## src/hdl/kce_pkg.sv

```systemverilog
// Package of the keyframe curve evaluator: sizes, codes and the
// command and status words between controller and datapath. No dependencies.
`default_nettype none

package kce_pkg;

  localparam int MAX_KEYS  = 64;
  localparam int ADDR_W    = 6;
  localparam int CNT_W     = 7;
  localparam int FRAC_BITS = 16;
  localparam int DCNT_W    = 6;

  localparam logic [FRAC_BITS:0] ONE_Q = {1'b1, {FRAC_BITS{1'b0}}};

  localparam logic MODE_LOAD = 1'b0;
  localparam logic MODE_EVAL = 1'b1;

  localparam logic [1:0] KIND_STEP   = 2'd0;
  localparam logic [1:0] KIND_LINEAR = 2'd1;

  localparam logic [1:0] WRAP_LOOP = 2'd1;
  localparam logic [1:0] WRAP_PING = 2'd2;

  // Datapath operations.
  localparam logic [4:0] OP_NONE       = 5'd0;
  localparam logic [4:0] OP_START      = 5'd1;
  localparam logic [4:0] OP_WRAP_SETUP = 5'd2;
  localparam logic [4:0] OP_WRAP_FIN   = 5'd3;
  localparam logic [4:0] OP_LATCH_L    = 5'd4;
  localparam logic [4:0] OP_LATCH_R    = 5'd5;
  localparam logic [4:0] OP_FRAC_START = 5'd6;
  localparam logic [4:0] OP_FRAC_FIN   = 5'd7;
  localparam logic [4:0] OP_T2         = 5'd8;
  localparam logic [4:0] OP_T3         = 5'd9;
  localparam logic [4:0] OP_BASIS      = 5'd10;
  localparam logic [4:0] OP_D10        = 5'd11;
  localparam logic [4:0] OP_D11        = 5'd12;
  localparam logic [4:0] OP_RES_ACC    = 5'd13;
  localparam logic [4:0] OP_RES_RD     = 5'd14;
  localparam logic [4:0] OP_RES_VL     = 5'd15;
  localparam logic [4:0] OP_RES_ZERO   = 5'd16;

  // Multiplier operand pairs.
  localparam logic [3:0] MS_NONE      = 4'd0;
  localparam logic [3:0] MS_VL_ONEMT  = 4'd1;
  localparam logic [3:0] MS_VR_T      = 4'd2;
  localparam logic [3:0] MS_T_T       = 4'd3;
  localparam logic [3:0] MS_T2_T      = 4'd4;
  localparam logic [3:0] MS_DUR_H10   = 4'd5;
  localparam logic [3:0] MS_DUR_H11   = 4'd6;
  localparam logic [3:0] MS_VL_H00    = 4'd7;
  localparam logic [3:0] MS_OUTL_D10  = 4'd8;
  localparam logic [3:0] MS_VR_H01    = 4'd9;
  localparam logic [3:0] MS_INR_D11   = 4'd10;

  // Accumulator operations.
  localparam logic [1:0] ACC_NONE = 2'd0;
  localparam logic [1:0] ACC_LOAD = 2'd1;
  localparam logic [1:0] ACC_ADD  = 2'd2;

  typedef struct packed {
    logic              wr_en;
    logic              capture;
    logic              rd_en;
    logic [ADDR_W-1:0] rd_addr;
    logic [4:0]        op;
    logic [3:0]        mul_sel;
    logic [1:0]        acc_op;
    logic              out_load;
  } kce_cmd_t;

  typedef struct packed {
    logic div_busy;
    logic wt_ge_end;
    logic wt_ge_rd;
    logic wt_le_rd;
    logic step_case;
    logic kind_lin;
  } kce_sts_t;

endpackage

`default_nettype wire

```

## src/hdl/kce_ctrl.sv

```systemverilog
// Controller of the keyframe curve evaluator: handshakes, key count register,
// sequencing state machine and key search. Depends on kce_pkg.
`default_nettype none

module kce_ctrl (
  input  wire logic                clk,
  input  wire logic                rst_n,
  input  wire logic                in_valid,
  input  wire logic                in_mode,
  output logic                     in_ready,
  input  wire logic                cfg_valid,
  input  wire logic [6:0]          cfg_data,
  output logic                     cfg_ready,
  input  wire logic                out_ready,
  output logic                     out_valid,
  output logic [5:0]               out_seg,
  output logic                     out_empty,
  input  wire kce_pkg::kce_sts_t   sts,
  output kce_pkg::kce_cmd_t        cmd
);
  import kce_pkg::*;

  localparam logic [5:0] S_IDLE      = 6'd0;
  localparam logic [5:0] S_RD_FIRST  = 6'd1;
  localparam logic [5:0] S_GET_FIRST = 6'd2;
  localparam logic [5:0] S_GET_LAST  = 6'd3;
  localparam logic [5:0] S_WRAP_WAIT = 6'd4;
  localparam logic [5:0] S_CHK_END   = 6'd5;
  localparam logic [5:0] S_LAST_VAL  = 6'd6;
  localparam logic [5:0] S_CACHE_A   = 6'd7;
  localparam logic [5:0] S_CACHE_B   = 6'd8;
  localparam logic [5:0] S_BS_INIT   = 6'd9;
  localparam logic [5:0] S_BS_TEST   = 6'd10;
  localparam logic [5:0] S_BS_CMP    = 6'd11;
  localparam logic [5:0] S_BS_END    = 6'd12;
  localparam logic [5:0] S_INTERP_L  = 6'd13;
  localparam logic [5:0] S_GET_L     = 6'd14;
  localparam logic [5:0] S_GET_R     = 6'd15;
  localparam logic [5:0] S_DECIDE    = 6'd16;
  localparam logic [5:0] S_FRAC_WAIT = 6'd17;
  localparam logic [5:0] S_LIN1      = 6'd18;
  localparam logic [5:0] S_LIN2      = 6'd19;
  localparam logic [5:0] S_SUM_LAST  = 6'd20;
  localparam logic [5:0] S_ROUND     = 6'd21;
  localparam logic [5:0] S_CUB1      = 6'd22;
  localparam logic [5:0] S_CUB2      = 6'd23;
  localparam logic [5:0] S_CUB3      = 6'd24;
  localparam logic [5:0] S_CUB4      = 6'd25;
  localparam logic [5:0] S_CUB5      = 6'd26;
  localparam logic [5:0] S_CUB6      = 6'd27;
  localparam logic [5:0] S_CUB7      = 6'd28;
  localparam logic [5:0] S_CUB8      = 6'd29;
  localparam logic [5:0] S_CUB9      = 6'd30;
  localparam logic [5:0] S_CUB10     = 6'd31;
  localparam logic [5:0] S_CUB11     = 6'd32;
  localparam logic [5:0] S_FIN       = 6'd33;

  localparam logic [CNT_W-1:0] MAX_N = CNT_W'(MAX_KEYS);

  logic [5:0]        state_r, state_nxt;
  logic [CNT_W-1:0]  key_count_r, key_count_nxt;
  logic [CNT_W-1:0]  n_r, n_nxt;
  logic [CNT_W-1:0]  lo_r, lo_nxt;
  logic [CNT_W-1:0]  cnt_r, cnt_nxt;
  logic [ADDR_W-1:0] cache_r, cache_nxt;
  logic [ADDR_W-1:0] seg_r, seg_nxt;
  logic              empty_r, empty_nxt;
  logic              out_valid_r, out_valid_nxt;
  logic [ADDR_W-1:0] out_seg_r, out_seg_nxt;
  logic              out_empty_r, out_empty_nxt;

  logic [CNT_W-1:0] n_cl, nm1, nm2, bs_step, bs_it, left_raw, left_cl;
  logic             accept;

  assign in_ready  = (state_r == S_IDLE);
  assign cfg_ready = 1'b1;
  assign accept    = in_valid && in_ready;
  assign out_valid = out_valid_r;
  assign out_seg   = out_seg_r;
  assign out_empty = out_empty_r;

  assign n_cl     = (key_count_r > MAX_N) ? MAX_N : key_count_r;
  assign nm1      = n_r - CNT_W'(1);
  assign nm2      = n_r - CNT_W'(2);
  assign bs_step  = cnt_r >> 1;
  assign bs_it    = lo_r + bs_step;
  assign left_raw = (lo_r == '0) ? '0 : lo_r - CNT_W'(1);
  assign left_cl  = (left_raw > nm2) ? nm2 : left_raw;

  always_comb begin
    state_nxt     = state_r;
    key_count_nxt = key_count_r;
    n_nxt         = n_r;
    lo_nxt        = lo_r;
    cnt_nxt       = cnt_r;
    cache_nxt     = cache_r;
    seg_nxt       = seg_r;
    empty_nxt     = empty_r;
    out_valid_nxt = out_valid_r;
    out_seg_nxt   = out_seg_r;
    out_empty_nxt = out_empty_r;
    cmd           = '0;

    if (cfg_valid) begin
      key_count_nxt = cfg_data;
    end
    if (out_ready) begin
      out_valid_nxt = 1'b0;
    end

    case (state_r)
      S_IDLE: begin
        if (accept && (in_mode == MODE_LOAD)) begin
          cmd.wr_en = 1'b1;
        end else if (accept) begin
          cmd.capture = 1'b1;
          n_nxt       = n_cl;
          seg_nxt     = '0;
          empty_nxt   = (n_cl == '0);
          if (n_cl == '0) begin
            cmd.op    = OP_RES_ZERO;
            state_nxt = S_FIN;
          end else begin
            state_nxt = S_RD_FIRST;
          end
        end
      end
      S_RD_FIRST: begin
        cmd.rd_en = 1'b1;
        state_nxt = S_GET_FIRST;
      end
      S_GET_FIRST: begin
        cmd.op = OP_START;
        if (n_r == CNT_W'(1)) begin
          state_nxt = S_FIN;
        end else begin
          cmd.rd_en   = 1'b1;
          cmd.rd_addr = nm1[ADDR_W-1:0];
          state_nxt   = S_GET_LAST;
        end
      end
      S_GET_LAST: begin
        cmd.op    = OP_WRAP_SETUP;
        state_nxt = S_WRAP_WAIT;
      end
      S_WRAP_WAIT: begin
        if (!sts.div_busy) begin
          cmd.op    = OP_WRAP_FIN;
          state_nxt = S_CHK_END;
        end
      end
      S_CHK_END: begin
        if (sts.wt_ge_end) begin
          cmd.rd_en   = 1'b1;
          cmd.rd_addr = nm1[ADDR_W-1:0];
          state_nxt   = S_LAST_VAL;
        end else if ({1'b0, cache_r} < nm1) begin
          cmd.rd_en   = 1'b1;
          cmd.rd_addr = cache_r;
          state_nxt   = S_CACHE_A;
        end else begin
          state_nxt = S_BS_INIT;
        end
      end
      S_LAST_VAL: begin
        cmd.op    = OP_RES_RD;
        seg_nxt   = nm1[ADDR_W-1:0];
        state_nxt = S_FIN;
      end
      S_CACHE_A: begin
        if (sts.wt_ge_rd) begin
          cmd.rd_en   = 1'b1;
          cmd.rd_addr = cache_r + ADDR_W'(1);
          state_nxt   = S_CACHE_B;
        end else begin
          state_nxt = S_BS_INIT;
        end
      end
      S_CACHE_B: begin
        if (sts.wt_le_rd) begin
          seg_nxt   = cache_r;
          state_nxt = S_INTERP_L;
        end else begin
          state_nxt = S_BS_INIT;
        end
      end
      S_BS_INIT: begin
        lo_nxt    = '0;
        cnt_nxt   = n_r;
        state_nxt = S_BS_TEST;
      end
      S_BS_TEST: begin
        if (cnt_r == '0) begin
          state_nxt = S_BS_END;
        end else begin
          cmd.rd_en   = 1'b1;
          cmd.rd_addr = bs_it[ADDR_W-1:0];
          state_nxt   = S_BS_CMP;
        end
      end
      S_BS_CMP: begin
        if (sts.wt_ge_rd) begin
          lo_nxt  = bs_it + CNT_W'(1);
          cnt_nxt = cnt_r - bs_step - CNT_W'(1);
        end else begin
          cnt_nxt = bs_step;
        end
        state_nxt = S_BS_TEST;
      end
      S_BS_END: begin
        seg_nxt   = left_cl[ADDR_W-1:0];
        cache_nxt = left_cl[ADDR_W-1:0];
        state_nxt = S_INTERP_L;
      end
      S_INTERP_L: begin
        cmd.rd_en   = 1'b1;
        cmd.rd_addr = seg_r;
        state_nxt   = S_GET_L;
      end
      S_GET_L: begin
        cmd.op      = OP_LATCH_L;
        cmd.rd_en   = 1'b1;
        cmd.rd_addr = seg_r + ADDR_W'(1);
        state_nxt   = S_GET_R;
      end
      S_GET_R: begin
        cmd.op    = OP_LATCH_R;
        state_nxt = S_DECIDE;
      end
      S_DECIDE: begin
        if (sts.step_case) begin
          cmd.op    = OP_RES_VL;
          state_nxt = S_FIN;
        end else begin
          cmd.op    = OP_FRAC_START;
          state_nxt = S_FRAC_WAIT;
        end
      end
      S_FRAC_WAIT: begin
        if (!sts.div_busy) begin
          cmd.op    = OP_FRAC_FIN;
          state_nxt = sts.kind_lin ? S_LIN1 : S_CUB1;
        end
      end
      S_LIN1: begin
        cmd.mul_sel = MS_VL_ONEMT;
        state_nxt   = S_LIN2;
      end
      S_LIN2: begin
        cmd.acc_op  = ACC_LOAD;
        cmd.mul_sel = MS_VR_T;
        state_nxt   = S_SUM_LAST;
      end
      S_SUM_LAST: begin
        cmd.acc_op = ACC_ADD;
        state_nxt  = S_ROUND;
      end
      S_ROUND: begin
        cmd.op    = OP_RES_ACC;
        state_nxt = S_FIN;
      end
      S_CUB1: begin
        cmd.mul_sel = MS_T_T;
        state_nxt   = S_CUB2;
      end
      S_CUB2: begin
        cmd.op    = OP_T2;
        state_nxt = S_CUB3;
      end
      S_CUB3: begin
        cmd.mul_sel = MS_T2_T;
        state_nxt   = S_CUB4;
      end
      S_CUB4: begin
        cmd.op    = OP_T3;
        state_nxt = S_CUB5;
      end
      S_CUB5: begin
        cmd.op    = OP_BASIS;
        state_nxt = S_CUB6;
      end
      S_CUB6: begin
        cmd.mul_sel = MS_DUR_H10;
        state_nxt   = S_CUB7;
      end
      S_CUB7: begin
        cmd.op      = OP_D10;
        cmd.mul_sel = MS_DUR_H11;
        state_nxt   = S_CUB8;
      end
      S_CUB8: begin
        cmd.op      = OP_D11;
        cmd.mul_sel = MS_VL_H00;
        state_nxt   = S_CUB9;
      end
      S_CUB9: begin
        cmd.acc_op  = ACC_LOAD;
        cmd.mul_sel = MS_OUTL_D10;
        state_nxt   = S_CUB10;
      end
      S_CUB10: begin
        cmd.acc_op  = ACC_ADD;
        cmd.mul_sel = MS_VR_H01;
        state_nxt   = S_CUB11;
      end
      S_CUB11: begin
        cmd.acc_op  = ACC_ADD;
        cmd.mul_sel = MS_INR_D11;
        state_nxt   = S_SUM_LAST;
      end
      S_FIN: begin
        if (!out_valid_r || out_ready) begin
          cmd.out_load  = 1'b1;
          out_valid_nxt = 1'b1;
          out_seg_nxt   = seg_r;
          out_empty_nxt = empty_r;
          state_nxt     = S_IDLE;
        end
      end
      default: begin
        state_nxt = S_IDLE;
      end
    endcase
  end

  always_ff @(posedge clk) begin
    if (!rst_n) begin
      state_r     <= S_IDLE;
      key_count_r <= '0;
      n_r         <= '0;
      lo_r        <= '0;
      cnt_r       <= '0;
      cache_r     <= '0;
      seg_r       <= '0;
      empty_r     <= 1'b0;
      out_valid_r <= 1'b0;
      out_seg_r   <= '0;
      out_empty_r <= 1'b0;
    end else begin
      state_r     <= state_nxt;
      key_count_r <= key_count_nxt;
      n_r         <= n_nxt;
      lo_r        <= lo_nxt;
      cnt_r       <= cnt_nxt;
      cache_r     <= cache_nxt;
      seg_r       <= seg_nxt;
      empty_r     <= empty_nxt;
      out_valid_r <= out_valid_nxt;
      out_seg_r   <= out_seg_nxt;
      out_empty_r <= out_empty_nxt;
    end
  end

endmodule

`default_nettype wire

```

## config.mk

```make
export PLATFORM = sky130hd
export DESIGN_NAME = kce_ctrl
export DESIGN_NICKNAME = d
export VERILOG_FILES = /design/src/hdl/kce_pkg.sv /design/src/hdl/kce_ctrl.sv
export SDC_FILE = /design/constraint.sdc
export NUM_CORES = 1
export LEC_CHECK = 0
export BUFFER_PORTS_ARGS = -buffer_cell sky130_fd_sc_hd__buf_2
export CAP_MARGIN = 40
export CORE_MARGIN = 2
export CORE_UTILIZATION = 55
export CTS_CLUSTER_DIAMETER = 60
export DETAILED_ROUTE_END_ITERATION = 12
export GPL_TIMING_DRIVEN = 0
export PLACE_DENSITY = 0.75
export SYNTH_ARGS = -nofsm -noshare
export SYNTH_HDL_FRONTEND = slang
export SYNTH_SLANG_ARGS = --single-unit
```

## constraint.sdc

```tcl
create_clock -name clk -period 5.9 [get_ports clk]
set_input_delay 1.18 -clock clk [delete_from_list [all_inputs] [get_ports clk]]
set_output_delay 1.18 -clock clk [all_outputs]
set_load 0.005 [all_outputs]
```

### After elaboration in Yosys (flattened, before gate mapping)

Cells that the tools add are included.

| storage, ports and cells | value |
|---|---|
| bits in read-only memories | 0 |
| bits in latches | 0 |
| memories | 0 |
| word-level logic and storage cells | 138 |
| bits in registers | 55 |
| output and inout bits | 31 |
| memory bits (writable) | 0 |
| bits of input ports | 19 |

| cells by class | value |
|---|---|
| add/subtract/negate cells | 9 |
| $mul | 0 |
| shift-type cells | 0 |
| div/mod/pow operators | 0 |
| eq/ne operators | 41 |
| reductions and logical operators | 21 |
| magnitude comparators | 3 |
| bitwise operators | 2 |
| muxes and demuxes | 51 |

Operator list:

| cell | number |
|---|---|
| one-hot mux 6 bit (31 select lines) | 1 |
| == test 6 x 5 -> 1 bit, second input constant | 16 |
| two-way mux 6 bit | 13 |
| one-hot mux 5 bit (15 select lines) | 1 |
| two-way mux 7 bit | 9 |
| == test 6 x 4 -> 1 bit, second input constant | 8 |
| one-hot mux 4 bit (10 select lines) | 1 |
| one-hot mux 6 bit (6 select lines) | 1 |
| one-hot mux 7 bit (2 select lines) | 2 |
| == test 6 x 3 -> 1 bit, second input constant | 4 |
| one-hot mux 6 bit (4 select lines) | 1 |
| logical NOT 7 bit | 3 |
| subtractor 7 x 1 -> 7 bit, second input constant | 3 |
| two-way mux 5 bit | 3 |
| adder 6 x 1 -> 6 bit, second input constant | 2 |
| == test 6 x 2 -> 1 bit, second input constant | 2 |
| == test 6 bit, second input constant | 2 |
| two-way mux 3 bit | 4 |
| != test 2 bit, second input constant | 6 |
| two-way mux 1 bit | 9 |
| two-way mux 4 bit | 2 |
| OR reduction 2 bit | 4 |
| adder 7 x 1 -> 7 bit, second input constant | 1 |
| adder 7 x 6 -> 7 bit | 1 |
| other kinds (23) | 28 |

### Depth between registers and ports, before layout

| logic depth | value |
|---|---|
| depth in word-level cells | 7 |
| gate-level depth with buffers | 14 |
| gate-level depth less buffers | 14 |

### Least setup slack after synthesis

Ideal clock, no wire load.

| timing | value |
|---|---|
| kind | register -> output |
| start point | reg n_r[0] |
| end point | out cmd[16] in the netlist's numbering |
| stages on the path, launching flop included | 13 |
| slack | 2,190 ps |
| arrival time | 2,530 ps |
| buffers on the path | 1 |
| required time | 4,720 ps |
| cell sequence | dfxtp_1 inv_1 ha_1 xnor2_1 ha_1 nor2_1 a21oi_1 maj3_1 a21oi_1 o31a_1 and3b_1 buf_6 a221o_1 |

RTL lines:

| item | RTL line | text |
|---|---|---|
| start, declared | kce_ctrl.sv:62 | `logic [CNT_W-1:0] n_r, n_nxt;` |
| start signal, assigned | kce_ctrl.sv:342 | `n_r <= n_nxt;` |
| end, declared | kce_ctrl.sv:19 | `output kce_pkg::kce_cmd_t cmd` |

==> flow_summary.json <==
{
  "syn-num-nets": 697,
  "layout_common_cells": "nor2_1, a21oi_1, dfxtp_1, buf_2, nand2_1",
  "tns_ns": 0,
  "setup_viol": 0,
  "first_global_vias": 4725,
  "rsz0062_at_grt": "no",
  "die_h_um": 97.6,
  "slew_headroom_pct": 46.6,
  "outcome": "completed",
  "dieArea_um2": 9530,
  "cts_buffer_depth": 2,
  "diodes": 0,
  "mostFrequentLayoutCell": "nor2_1",
  "slew_viol_final": 0,
  "nets": 749,
  "cp.arrival_ns": 3.56,
  "fin_crit_ns": 4.74,
  "async_reset_ff_share_pct": 0,
  "synth_warnings": 0,
  "groute.usage.overall_pct": 31.5,
  "htree_num_levels": 2,
  "cp_slowest_cell": "dfxtp_1",
  "path_cells": "inv_1 -> ha_1 -> xnor2_1 -> ha_1 -> nor2_1 -> a21oi_1 -> maj3_1 -> a21oi_1 -> o31a_1 -> and3b_1 -> buf_6 -> a221o_1 -> buf_2",
  "peakVddDrop_v": 0.000124,
  "pwr-share-seq_pct": 31.2,
  "synth_area_leader_cell": "dfxtp_1",
  "coreArea_um2": 8590,
  "fin_worst_skew_ns": 0.0166,
  "fmax_mhz": 211,
  "grt_max_degree": 21,
  "drcViolationCount": 0,
  "power_density_nw_per_um2": 251,
  "synth_area_leaders": "dfxtp_1, ha_1, a21oi_1",
  "clockPowerShare_pct": 18.3,
  "clkTransAtPathRegs_ns": 0.12,
  "cts_tree": "done",
  "min_period_over_period_pct": 80.3,
  "grt.overflow.total": 0,
  "worst-path-buf-inv": 3,
  "max_stage_delay_ns": 0.63,
  "power.share.switching_pct": 44.5,
  "ios": 50,
  "p_sw_uw": 590,
  "fill_cells": 841,
  "critPathRequiredTime_ns": 4.72,
  "antenna_found_initial": 0,
  "grt_pass1_wl_mm": 24.2,
  "ys_ff_latch": 55,
  "ant_nets": 0,
  "leakagePower_uw": 0.00225,
  "dp.cells": 796,
  "area_growth_pct": 9.50,
  "ctsHoldBuffers": 0,
  "cts_resized": 0,
  "internal_power_uw": 735,
  "p_total_uw": 1330,
  "die_w_um": 97.6,
  "place_hpwl_mm": 11.9,
  "ys_seq_area_share_pct": 22.8,
  "gp_congestion": 0.987,
  "avgViaCountPerCell": 6.30,
  "port_buffers": 45,
  "hp-class": "flop to flop",
  "layout-drive-gt1-share_pct": 12.1,
  "p_comb_share_pct": 50.5,
  "tightest_slew_ns": 0.801,
  "drt_iter0_markers": 291,
  "floorplan.initialDensity_pct": 56.1,
  "synth-edff-count": 0,
  "start_kind": "flop",
  "clkSinkCount": 55,
  "drt_first_pass_iters": 5,
  "cp_max_fo": 10,
  "critPathKind": "flop to output port",
  "finalNonFillerCells": 804,
  "cts_setup_buffers": 0,
  "core.rowCount": 34,
  "root_buffer": "clkbuf_8",
  "cp_top_family": "compound AO/OA/AOI/OAI gates",
  "cap_violations": 0,
  "syn_inst": 643,
  "wl_mm": 15.1,
  "num_vias": 5063,
  "yosysTopAreaCellShare_pct": 22.8,
  "synth_ff_type": "dfxtp_1",
  "synth.cell_area_um2": 4820,
  "cts_made_buffers": 5,
  "synth_cell_types": 78,
  "cp-end-kind": "output port",
  "finalHoldViolations": 0,
  "synth_area_per_cell_um2": 7.50,
  "wire_per_inst_um": 18.8,
  "insertion_delay_ns": 0.34
}
==> tightest hold or removal path, stage by stage, from the launching register on <==
cell     delay [ns]
dfxtp_1        0.33
nand2_1        0.05
a21oi_1        0.05
==> flip-flops by register name, summed over array words and instances, names as in the netlist <==
| name | count |
|---|---|
| cache_r | 6 |
| cnt_r | 7 |
| empty_r | 1 |
| key_count_r | 7 |
| lo_r | 7 |
| n_r | 7 |
| out_empty | 1 |
| out_seg | 6 |
| out_valid | 1 |
| seg_r | 6 |
| state_r | 6 |
==> through the flow <==
step                hold WS [ns]  setup slack (ns)  instance area (um^2)  util, %
global route               0.493             0.945                  5280     61.4
finish                     0.463              1.16                  5280     61.4
CTS                        0.468              1.20                  5280     61.4
global placement           0.442              1.60                  5180     60.3
floorplan                  0.432              2.19                  4820        -
detailed placement         0.450              1.59                  5180     60.3
==> final timing paths <==
kind                start         to  slack (ns)  cells past startpoint
setup / recovery   n_r[0]    cmd[17]        1.16                     13
hold / removal    empty_r  out_empty        0.46                      2
setup reg to reg  lo_r[1]   seg_r[2]        2.34                     13
hold reg to reg   empty_r  out_empty        0.46                      2
==> cells in the mapped netlist (10+ instances only) <==
cell type / n
a21oi_1: 60
and3_1: 10
clkbuf_1: 27
dfxtp_1: 55
ha_1: 33
inv_1: 25
mux2i_1: 17
nand2_1: 49
nand3_1: 35
nor2_1: 67
nor2b_1: 11
nor3_1: 20
nor3b_1: 12
o21ai_0: 35
xnor2_1: 19
xor2_1: 12
==> logic make-up after synthesis <==
logic type,after synthesis,synth area share [%]
and+or+nand+nor,251,26.6
AOI/OAI and AO/OA,177,23.6
buffers and inverters,70,6.75
DFF,55,22.8
adders and majority gates,36,9.60
xor gates and xnor gates,33,6.31
muxes,20,4.23
other,1,0.0778
==> routing by layer <==
| metal | global-route usage (%) | vias up | part of all wire [%] | routed length [um] |
|---|---|---|---|---|
| met5 | 0 | - | 0 | 0 |
| met4 | 10.6 | 0 | 2.7 | 415 |
| met3 | 3.88 | 31 | 5.7 | 856 |
| met2 | 52.8 | 201 | 48 | 7270 |
| met1 | 41.9 | 2412 | 44 | 6600 |
| li1 | - | 2419 | - | - |
==> power by group through the flow <==
stage | clock network, uW | registers (uW) | logic, uW
2_1_floorplan | 0 | 414 | 462
3_3_place_gp | 0 | 421 | 647
3_5_place_dp | 0 | 422 | 654
4_1_cts | 243 | 413 | 657
5_1_grt | 256 | 416 | 730
6_report | 242 | 414 | 669
==> area by class of cell <==
cell class,instances,area (um^2),share of cell area [%]
clock inverter,3,28.8,0.545
sequential,55,1100,20.9
timing repair buffer,45,225,4.27
multi-input combinational,518,3390,64.3
inverter,27,101,1.92
clock buffer,5,68.8,1.30
tap,108,135,2.56
buffer,43,224,4.24
Note: power is estimated with default switching activity, not from simulation.
